--- src/design/hcbp_pkg.sv ---
// Shared types and constants for the Huffman code bit packer.
// Used by every module of the block but hcbp_ram; depends on nothing.
`timescale 1ns / 1ps
`default_nettype none
package hcbp_pkg;

    localparam int SYM_BITS     = 8;
    localparam int CODE_BITS    = 19;
    localparam int LEN_BITS     = 5;
    localparam int ENTRY_BITS   = LEN_BITS + CODE_BITS;
    localparam int MAX_CODE_LEN = 19;
    localparam int SYMBOL_COUNT = 256;
    localparam int LEN_LIMIT    = (MAX_CODE_LEN < CODE_BITS) ? MAX_CODE_LEN : CODE_BITS;

    localparam int BYTE_BITS    = 8;
    localparam int PEND_BITS    = BYTE_BITS - 1;
    localparam int PCNT_BITS    = 3;
    localparam int ACC_BITS     = PEND_BITS + CODE_BITS;
    localparam int TOT_BITS     = 5;
    localparam int MAX_RESULTS  = 3;
    localparam int BUF_IDX_BITS = 2;

    localparam int QDEPTH       = 4;
    localparam int QPTR_BITS    = 2;
    localparam int QCNT_BITS    = 3;

    localparam logic [1:0] MODE_LOAD   = 2'd0;
    localparam logic [1:0] MODE_ENCODE = 2'd1;
    localparam logic [1:0] MODE_FLUSH  = 2'd2;

    localparam logic KIND_ENCODE = 1'b0;
    localparam logic KIND_FLUSH  = 1'b1;

    typedef struct packed {
        logic                 kind;
        logic [LEN_BITS-1:0]  len;
        logic [CODE_BITS-1:0] code;
    } entry_t;

endpackage
`default_nettype wire

--- src/design/hcbp_queue.sv ---
// Short work queue between front and back end.
// Uses hcbp_pkg for the entry type and depth.
`timescale 1ns / 1ps
`default_nettype none
module hcbp_queue (
    input  wire logic                           clk,
    input  wire logic                           rst_n,
    input  wire logic                           push,
    input  hcbp_pkg::entry_t                    push_entry,
    input  wire logic                           pop,
    output hcbp_pkg::entry_t                    head,
    output logic                                not_empty,
    output logic [hcbp_pkg::QCNT_BITS-1:0]      level
);

    hcbp_pkg::entry_t                    slot_reg [hcbp_pkg::QDEPTH];
    logic [hcbp_pkg::QPTR_BITS-1:0]      wr_ptr_reg;
    logic [hcbp_pkg::QPTR_BITS-1:0]      rd_ptr_reg;
    logic [hcbp_pkg::QCNT_BITS-1:0]      level_reg;
    logic [hcbp_pkg::QCNT_BITS-1:0]      level_next;

    assign head      = slot_reg[rd_ptr_reg];
    assign not_empty = (level_reg != '0);
    assign level     = level_reg;

    always_comb
    begin
        level_next = level_reg;
        if (push && !pop)
        begin
            level_next = level_reg + 1'b1;
        end
        else if (pop && !push)
        begin
            level_next = level_reg - 1'b1;
        end
    end

    always_ff @(posedge clk or negedge rst_n)
    begin
        if (!rst_n)
        begin
            wr_ptr_reg <= '0;
            rd_ptr_reg <= '0;
            level_reg  <= '0;
        end
        else
        begin
            if (push)
            begin
                wr_ptr_reg <= wr_ptr_reg + 1'b1;
            end
            if (pop)
            begin
                rd_ptr_reg <= rd_ptr_reg + 1'b1;
            end
            level_reg <= level_next;
        end
    end

    always_ff @(posedge clk)
    begin
        if (push)
        begin
            slot_reg[wr_ptr_reg] <= push_entry;
        end
    end

endmodule
`default_nettype wire

--- config.mk ---
export PLATFORM = sky130hd
export DESIGN_NAME = hcbp_queue
export DESIGN_NICKNAME = d
export VERILOG_FILES = /design/src/design/hcbp_pkg.sv /design/src/design/hcbp_queue.sv
export SDC_FILE = /design/constraint.sdc
export NUM_CORES = 1
export LEC_CHECK = 0
export BUFFER_PORTS_ARGS = -buffer_cell sky130_fd_sc_hd__buf_4
export CAP_MARGIN = 20
export CELL_PAD_IN_SITES_DETAIL_PLACEMENT = 0
export CELL_PAD_IN_SITES_GLOBAL_PLACEMENT = 1
export CORE_ASPECT_RATIO = 0.75
export CORE_MARGIN = 2
export CORE_UTILIZATION = 30
export CTS_BUF_LIST = sky130_fd_sc_hd__clkbuf_16
export DETAILED_ROUTE_END_ITERATION = 16
export PLACE_DENSITY = 0.52
export RECOVER_POWER = 100
export SKIP_LAST_GASP = 1
export SYNTH_ARGS = -nofsm -noshare
export SYNTH_HDL_FRONTEND = slang
export SYNTH_SLANG_ARGS = --single-unit
--- constraint.sdc ---
create_clock -name clk -period 3.65 [get_ports clk]
set_clock_uncertainty 0.2 [all_clocks]
set_input_delay 0.9125 -clock clk [delete_from_list [all_inputs] [get_ports clk]]
set_output_delay 0.9125 -clock clk [all_outputs]
set_load 0.01 [all_outputs]
==> summary.txt <==
Status
  • Status: complete, but fails checks
  • Violated checks: max-capacitance violations, max-slew violations

Cells and area
  • Antenna cells: 0
  • Ratio of cells with drive above 1 in the final layout: 15.1%
  • Commonest non-fill, non-tap cell in the layout: edfxtp_1
  • Max reg flops: 100
  • Nets: 268
  • Area growth syn-to-layout: 17.4%
  • Design area: 4740 um2
  • Commonest non-fill, non-tap cells in the layout: edfxtp_1, clkbuf_1, mux4_2
  • Count of non-filler cells in the finished layout: 409
  • Fin util: 36.3%

Global route
  • Largest net degree at the start of global routing: 26
  • First-pass GRT wire length: 11800 um
  • Vias in the first global route: 1952
  • Gr usage total: 10.8%
  • Initial antenna violation count: 0
  • Grt ovf: 0

Critical path
  • Crit path DAT: 2.06 ns
  • Critical Path RT: 2.54 ns
  • Crit Path Max Fanout: 18
  • Kind of critical path: flop to output port
  • Endpoint type of the worst setup path: output port
  • Critical Path Start Type: flop

STA
  • Setup TNS: 0 ns
  • Slew margin rel.: -16.8%
  • RSZ-0062 raised after global routing: no
  • Worst Tran Pin Value: 1.75 ns
  • Period utilization: 86.8%
  • Clock period minus worst slack: 3.17 ns
  • Hold Vio Cnt, Final: 0
  • Final Slew Violations: 104
  • Max Clock Freq: 316 MHz
  • Setup violations, final: 0

Synthesis
  • Synthesized instance count: 164
  • Syn Area/Cell: 24.7 um2
  • Cell area after synthesis: 4040 um2
  • Sequential fraction of the synthesis area: 78.6%
  • Distinct cells, synth: 18
  • Post-synth net total: 199
  • Yosys reg bits: 107
  • Syn. warnings: 0

Pwr
  • Pwr/cell area: 774 nW/um2
  • Leak pwr: 1.53 nW
  • Peak VDD IR: 301 uV

CTS
  • CTS Buf Count: 9
  • CTS root buffer: clkbuf_16
  • Clock sinks: 107
  • CTS tree: done
  • H-tree depth: 3
  • Worst-Skew Late Latency: 0.33 ns
  • Hold buffer count at CTS: 0
  • Clock buffer depth: 2
  • Setup bufs post-CTS: 0
  • Worst-path clk slew: 0.07 ns
  • Gates resized, CTS repair: 0

Floorplan
  • Site row count: 36
  • Die area: 14400 um2
  • Starting Density: 30.9%
  • Die Y: 105 um
  • CORE AREA: 13100 um2
  • Die X: 138 um
  • I/O pins: 58

Drt
  • DR vias/cell: 4.37
  • Post-DR wirelength/cell: 17.7 um
  • DR iter-0 viols: 125
  • Residual DRC count: 0
  • Detailed-route via count: 1787
  • Pre-antenna DRT Iters: 4
  • DRT Wirelength: 7230 um
  • Remaining antenna violation count: 0

Worst hold path
  • Hold Crit Class: input port to async pin

Placement
  • RD Place Congestion: 0.680
  • Placed Cells: 393
  • Cell Area, Placed: 4680 um2
  • PortBufs: 57
  • DP HPWL: 4500 um

Flow run
  • Max Cap Viol: 4
## worst max-delay path: stages, from the launching register on
cell	delay, ns
dfrtp_1	0.72
buf_12	0.27
mux4_2	0.56
clkbuf_1	0.15
## routing by layer
metal | part of all wire [%] | GRT usage, %
met2 | 45 | 15.5
met5 | 0 | 0
met1 | 50 | 15.9
met3 | 4.2 | 3.48
met4 | 1.1 | 3.06
## path summary, 6_finish.rpt
check                              start              end  slack [ns]  depth (start not counted)
max                        rd_ptr_reg[0]         head[11]        0.48                          3
min                                rst_n    wr_ptr_reg[0]        0.28                          1
max reg2reg                wr_ptr_reg[0]  slot_reg[2][24]        1.03                          4
min reg2reg                     level[2]         level[2]        0.31                          1
max in group asynchronous          rst_n    rd_ptr_reg[1]        2.66                          1
min in group clk                level[2]         level[2]        0.31                          1
## cell families after synthesis
group                    after synthesis  synth area share [%]
flip-flops                           107                  78.6
multiplexers                          26                  14.9
buffers and inverters                 10                  2.01
AND/OR/NAND/NOR                        8                  1.05
XOR/XNOR                               6                  1.30
adder cells (fa/ha/maj)                6                  2.04
AO/OA/AOI/OAI                          1                 0.124
## cell usage after synthesis (all sizes together)
library cell | n | area [um2]
ha | 5 | 62.6
and2 | 4 | 25.0
o21ai | 1 | 5.00
inv | 4 | 15.0
dfrtp | 7 | 175
fa | 1 | 20.0
nand2 | 2 | 7.51
xnor2 | 2 | 17.5
xor2 | 4 | 35.0
nor2 | 1 | 3.75
buf | 6 | 66.3
edfxtp | 100 | 3000
mux2 | 1 | 11.3
mux4 | 25 | 589
or3 | 1 | 6.26
## where the power goes
| part | leakage (nW) | internal (mW) | switching, mW | total, mW |
|---|---|---|---|---|
| Sequential | 1.00 | 1.62 | 0.103 | 1.73 |
| Clock | 0.138 | 0.523 | 0.397 | 0.920 |
| Combinational | 0.391 | 0.453 | 0.570 | 1.02 |
| Total | 1.53 | 2.60 | 1.07 | 3.67 |
## through the flow
stage / total power, mW / setup slack, ns / hold slack (ns)
final: 3.67 / 0.481 / 0.284
after global routing: 3.88 / 0.368 / 0.312
after CTS: 3.93 / 0.598 / 0.171
after detailed placement: 3.00 / 0.970 / 0.299
after global placement: 2.99 / 0.987 / 0.294
after floorplan: 2.46 / 1.39 / 0.291
## final cells by class
type / count / area [um2]
clock inverter: 7 / 61.3
tap: 171 / 214
inverter: 4 / 15.0
sequential: 107 / 3180
timing repair buffer: 64 / 268
multi-input combinational: 47 / 783
clock buffer: 9 / 225
fill: 1269 / 8320
Power figures use the tool's default switching activity.
