--- src/design/hcbp_pkg.sv ---
// Shared types and constants for the Huffman code bit packer.
// Used by every module of the block but hcbp_ram; depends on nothing.
`timescale 1ns / 1ps
`default_nettype none
package hcbp_pkg;

    localparam int SYM_BITS     = 8;
    localparam int CODE_BITS    = 19;
    localparam int LEN_BITS     = 5;
    localparam int ENTRY_BITS   = LEN_BITS + CODE_BITS;
    localparam int MAX_CODE_LEN = 19;
    localparam int SYMBOL_COUNT = 256;
    localparam int LEN_LIMIT    = (MAX_CODE_LEN < CODE_BITS) ? MAX_CODE_LEN : CODE_BITS;

    localparam int BYTE_BITS    = 8;
    localparam int PEND_BITS    = BYTE_BITS - 1;
    localparam int PCNT_BITS    = 3;
    localparam int ACC_BITS     = PEND_BITS + CODE_BITS;
    localparam int TOT_BITS     = 5;
    localparam int MAX_RESULTS  = 3;
    localparam int BUF_IDX_BITS = 2;

    localparam int QDEPTH       = 4;
    localparam int QPTR_BITS    = 2;
    localparam int QCNT_BITS    = 3;

    localparam logic [1:0] MODE_LOAD   = 2'd0;
    localparam logic [1:0] MODE_ENCODE = 2'd1;
    localparam logic [1:0] MODE_FLUSH  = 2'd2;

    localparam logic KIND_ENCODE = 1'b0;
    localparam logic KIND_FLUSH  = 1'b1;

    typedef struct packed {
        logic                 kind;
        logic [LEN_BITS-1:0]  len;
        logic [CODE_BITS-1:0] code;
    } entry_t;

endpackage
`default_nettype wire

--- src/design/hcbp_back.sv ---
// Back end: bit accumulator and byte buffer feeding the output channel.
// Uses hcbp_pkg for widths, the entry type and kind codes.
`timescale 1ns / 1ps
`default_nettype none
module hcbp_back (
    input  wire logic                              clk,
    input  wire logic                              rst_n,
    input  wire logic                              q_valid,
    input  hcbp_pkg::entry_t                       q_head,
    output logic                                   q_pop,
    output logic                                   out_valid,
    input  wire logic                              out_ready,
    output logic [hcbp_pkg::BYTE_BITS-1:0]         out_byte,
    output logic                                   last
);

    logic [hcbp_pkg::PEND_BITS-1:0]     pend_bits_reg;
    logic [hcbp_pkg::PEND_BITS-1:0]     pend_bits_next;
    logic [hcbp_pkg::PCNT_BITS-1:0]     pend_cnt_reg;
    logic [hcbp_pkg::PCNT_BITS-1:0]     pend_cnt_next;
    logic [hcbp_pkg::BYTE_BITS-1:0]     buf_reg [hcbp_pkg::MAX_RESULTS];
    logic [hcbp_pkg::BYTE_BITS-1:0]     buf_next [hcbp_pkg::MAX_RESULTS];
    logic [hcbp_pkg::BUF_IDX_BITS-1:0]  left_reg;
    logic [hcbp_pkg::BUF_IDX_BITS-1:0]  left_next;
    logic [hcbp_pkg::BUF_IDX_BITS-1:0]  pos_reg;
    logic [hcbp_pkg::BUF_IDX_BITS-1:0]  pos_next;

    logic [hcbp_pkg::ACC_BITS-1:0]      acc;
    logic [hcbp_pkg::TOT_BITS-1:0]      total;
    logic [hcbp_pkg::TOT_BITS-1:0]      rem;
    logic [hcbp_pkg::BUF_IDX_BITS-1:0]  enc_n;
    logic [hcbp_pkg::TOT_BITS-1:0]      shamt [hcbp_pkg::MAX_RESULTS];
    logic [hcbp_pkg::BYTE_BITS-1:0]     enc_byte [hcbp_pkg::MAX_RESULTS];
    logic [hcbp_pkg::BYTE_BITS-1:0]     flush_byte;
    logic                               out_take;

    assign out_valid = (left_reg != '0);
    assign last      = (left_reg == hcbp_pkg::BUF_IDX_BITS'(1));
    assign out_byte  = buf_reg[pos_reg];
    assign out_take  = out_valid && out_ready;

    // Pop when the buffer is empty or its final byte leaves this cycle.
    assign q_pop = q_valid && (!out_valid || (last && out_ready));

    // Append the code under the pending bits and cut whole bytes from the top.
    assign acc   = ({{hcbp_pkg::CODE_BITS{1'b0}}, pend_bits_reg} << q_head.len)
                 | {{hcbp_pkg::PEND_BITS{1'b0}}, q_head.code};
    assign total = {{(hcbp_pkg::TOT_BITS - hcbp_pkg::PCNT_BITS){1'b0}}, pend_cnt_reg}
                 + q_head.len;
    assign enc_n = (total >= hcbp_pkg::TOT_BITS'(3 * hcbp_pkg::BYTE_BITS)) ? 2'd3 :
                   (total >= hcbp_pkg::TOT_BITS'(2 * hcbp_pkg::BYTE_BITS)) ? 2'd2 :
                   (total >= hcbp_pkg::TOT_BITS'(hcbp_pkg::BYTE_BITS))     ? 2'd1 : 2'd0;
    assign rem   = total - {enc_n, 3'b000};

    always_comb
    begin
        for (int k = 0; k < hcbp_pkg::MAX_RESULTS; k++)
        begin
            shamt[k]    = total - hcbp_pkg::TOT_BITS'((k + 1) * hcbp_pkg::BYTE_BITS);
            enc_byte[k] = hcbp_pkg::BYTE_BITS'(acc >> shamt[k]);
        end
    end

    // Pad pending bits with zeros on the right.
    assign flush_byte = hcbp_pkg::BYTE_BITS'({1'b0, pend_bits_reg}
                        << (4'd8 - {1'b0, pend_cnt_reg}));

    always_comb
    begin
        pend_bits_next = pend_bits_reg;
        pend_cnt_next  = pend_cnt_reg;
        left_next      = left_reg;
        pos_next       = pos_reg;
        for (int k = 0; k < hcbp_pkg::MAX_RESULTS; k++)
        begin
            buf_next[k] = buf_reg[k];
        end

        if (out_take)
        begin
            left_next = left_reg - 1'b1;
            pos_next  = pos_reg + 1'b1;
        end

        if (q_pop)
        begin
            pos_next = '0;
            if (q_head.kind == hcbp_pkg::KIND_FLUSH)
            begin
                buf_next[0]    = flush_byte;
                left_next      = (pend_cnt_reg != '0) ? 2'd1 : 2'd0;
                pend_bits_next = '0;
                pend_cnt_next  = '0;
            end
            else
            begin
                for (int k = 0; k < hcbp_pkg::MAX_RESULTS; k++)
                begin
                    buf_next[k] = enc_byte[k];
                end
                left_next      = enc_n;
                pend_bits_next = acc[hcbp_pkg::PEND_BITS-1:0]
                               & ~({hcbp_pkg::PEND_BITS{1'b1}} << rem[2:0]);
                pend_cnt_next  = rem[2:0];
            end
        end
    end

    always_ff @(posedge clk or negedge rst_n)
    begin
        if (!rst_n)
        begin
            pend_bits_reg <= '0;
            pend_cnt_reg  <= '0;
            left_reg      <= '0;
            pos_reg       <= '0;
        end
        else
        begin
            pend_bits_reg <= pend_bits_next;
            pend_cnt_reg  <= pend_cnt_next;
            left_reg      <= left_next;
            pos_reg       <= pos_next;
        end
    end

    always_ff @(posedge clk)
    begin
        for (int k = 0; k < hcbp_pkg::MAX_RESULTS; k++)
        begin
            buf_reg[k] <= buf_next[k];
        end
    end

endmodule
`default_nettype wire

--- config.mk ---
export PLATFORM = sky130hd
export DESIGN_NAME = hcbp_back
export DESIGN_NICKNAME = d
export VERILOG_FILES = /design/src/design/hcbp_pkg.sv /design/src/design/hcbp_back.sv
export SDC_FILE = /design/constraint.sdc
export NUM_CORES = 1
export LEC_CHECK = 0
export ABC_AREA = 1
export BUFFER_PORTS_ARGS = -buffer_cell sky130_fd_sc_hd__buf_2
export CORE_UTILIZATION = 43
export CTS_CLUSTER_SIZE = 40
export DETAILED_ROUTE_END_ITERATION = 16
export PLACE_DENSITY_LB_ADDON = 0.12
export SYNTH_ARGS = -nofsm -noshare
export SYNTH_HDL_FRONTEND = slang
export SYNTH_SLANG_ARGS = --single-unit
--- constraint.sdc ---
create_clock -name clk -period 5.8 [get_ports clk]
set_input_delay 1.16 -clock clk [delete_from_list [all_inputs] [get_ports clk]]
set_output_delay 1.16 -clock clk [all_outputs]
set_load 0.02 [all_outputs]
==> results.cfg <==
[power_and_ir_drop]
power.internal_mw = 1.05
pwr-share-seq_pct = 21.5
power_frac_comb_pct = 71.5
pwr-share-clk_pct = 7.0
vdd_drop_max_v = 0.000168
swShare_pct = 56.9
p_per_area_nw_per_um2 = 553
p_sw_mw = 1.39
finalPower_mw = 2.44
static-leakage-power_nw = 2.06

[layout]
largest_register_ffs = 24
multi_input_area_um2 = 2660
layout_common_cells = nand2_1, nand3_1, inv_1
final_core_util_pct = 47.5
final_common_cell = nand2_1
areaGrowthSynthToFinish_pct = 6.76
seq_area_um2 = 1070
num-fill-cells = 1035
antennaDiodeCount = 0
final_layout_size_suffix_gt1_share_pct = 9.56
layout.nets = 717

[worst_setup_path]
start_kind = input pin
worstPathArrival_ps = 3950
reg2regPathDepth = 13
required_ps = 5840
critical_path.endpoint_type = register
timing_worst_setup_path_type = in -> reg
crit_fanout = 31

[synth]
synth-seq-area-share_pct = 25.9
synthMuxAreaShare_pct = 0
synth-simple-area-share_pct = 49.3
synth_ff_type = edfxtp_1
syn_inst = 666
syn_area_per_cell_um2 = 6.20
synth_edf_count = 24
synth-adder-area-share_pct = 2.91
synth_compound_area_share_pct = 11.2
synth_nets = 704
syn_area_um2 = 4130
yosysWarnings = 0
synth-seq-cells = 38
synthXorXnorAreaFrac_pct = 1.06
ys_types = 40
synth_top_family_by_area = simple AND/OR/NAND/NOR gates
synthArstFlopShare_pct = 36.8

[clock_tree]
cts_tree = built
post-cts-setup-buffer-count = 0
cts.sinks = 38
clk_latency_ps = 290
clk_pin_slew_ps = 70
numCtsBuffers = 5
clock_path_buffers = 2
ctsHoldBuffers = 0
ctsResizeCount = 0
cts-root-buf = clkbuf_8
htree_levels = 2

[place]
place.gp.congestion = 0.961
hpwl_um = 10900
port-buffer-count = 39

[timing]
max_slew_margin_pct = 39.9
fin_tns_setup_ps = 0
rsz0062_at_grt = no
hold_viol_final = 0
fmax_mhz = 256
setup_viol = 0
timing.hold.ws_ps = 547
skew_ps = 9.29
finalCriticalPeriod_ps = 3910
drv_slew = 0
tightest_slew_ps = 901
min_period_over_period_pct = 67.4

[grt]
grt_use_met1_pct = 38.8
gr-usage-met3_pct = 2.37
grt_antenna_before_repair = 0
grt_use_total_pct = 28.3
overflow = 0
grt_pass1_vias = 4266
grt_pass1_wl_um = 22100
use_met2_pct = 47.4
top_usage_layer = met2
grt_max_degree = 32

[routing]
wl_per_cell_um = 16.6
ant_nets = 0
route.vias.total = 4577
vias_per_cell = 5.66
first_iter_violations = 340
route.detailed.drc = 0
dr.pass1.iters = 5
wl_um = 13500

[die]
io_pins = 40
die_w_um = 100
dieArea_um2 = 10000
dieHeight_um = 100
core_um2 = 9280
row_count = 35
start_util_pct = 44.5

[min_path]
min_path_type = reg -> reg
hold_path_depth = 1

[outcome]
status = finished clean

[job]
maxCapViolCount = 0
synth_stat cells, types with 2 or more instances:
master,instances,share of area (%)
o21ai_1,10,1.2
o22ai_1,6,0.91
buf_6,3,0.82
nor2_1,31,2.8
edfxtp_1,24,17
nand3_1,184,22
dfrtp_1,14,8.5
nand2_1,187,17
buf_4,4,0.73
nor3_1,4,0.48
buf_2,13,1.6
a31oi_1,2,0.30
nor2_4,3,0.82
and2_1,3,0.45
nand4_1,30,4.5
inv_1,47,4.3
a21oi_1,30,3.6
a32oi_1,2,0.42
ha_1,8,2.4
clkbuf_1,12,1.1
o21ai_0,21,2.5
inv_2,4,0.36
buf_1,6,0.55
o21a_1,2,0.36
power by group through the flow:
| stage | logic (mW) | registers [mW] | clock network [mW] |
|---|---|---|---|
| after detailed placement | 1.72 | 0.529 | 0 |
| after floorplan | 1.33 | 0.481 | 0 |
| after global placement | 1.71 | 0.527 | 0 |
| after CTS | 1.72 | 0.523 | 0.173 |
| final | 1.74 | 0.523 | 0.172 |
| after global routing | 1.97 | 0.539 | 0.185 |
routing by layer:
layer / vias up / wire length (µm)
met2: 159 / 6170
li1: 2339 / -
met5: - / 0
met3: 24 / 651
met4: 0 / 361
met1: 2055 / 6270
final timing paths:
path,end,startpoint,slack [ps]
max,buf_reg[2][1]$_DFFE_PP_,q_head[20],1890
min,left_reg[0]$_DFFE_PN0P_,left_reg[0]$_DFFE_PN0P_,550
max reg2reg,buf_reg[2][1]$_DFFE_PP_,pend_cnt_reg[0]$_DFFE_PN0P_,2430
min reg2reg,left_reg[0]$_DFFE_PN0P_,left_reg[0]$_DFFE_PN0P_,550
max in group asynchronous,pos_reg[1]$_DFFE_PN0P_,rst_n,4790
min in group asynchronous,pend_bits_reg[3]$_DFFE_PN0P_,rst_n,760
per-stage QoR:
step           setup WS [ps]  cells  cell area [µm²]
2_1_floorplan           2290    666             4130
3_3_place_gp            1690    801             4330
3_5_place_dp            1660    801             4330
4_1_cts                 1950    809             4410
5_1_grt                 1630    809             4410
6_report                1890    809             4410
logic make-up after synthesis:
logic type	Yosys count
DFF	38
adders and majority gates	9
xor gates and xnor gates	2
buffers and inverters	91
and+or+nand+nor	445
AOI/OAI and AO/OA	81
worst max-delay path: stages:
cell and delay [ps]:
buf_2 240, inv_1 250, fa_1 520, buf_4 240, inv_1 690, nor2_1 120, inv_1 130, nor2_1 50
nor2_1 80, nand3_1 100, nand3_1 130, nand2_1 60, o21a_1 170
final cells by class:
type / instances / area share [%]
Clock inverter: 2 / 0.199
Tap cell: 129 / 3.66
Sequential cell: 38 / 24.3
Inverter: 53 / 4.57
Clock buffer: 6 / 1.65
Timing Repair Buffer: 44 / 5.28
Multi-Input combinational cell: 537 / 60.4
(Power assumes the default switching activity.)
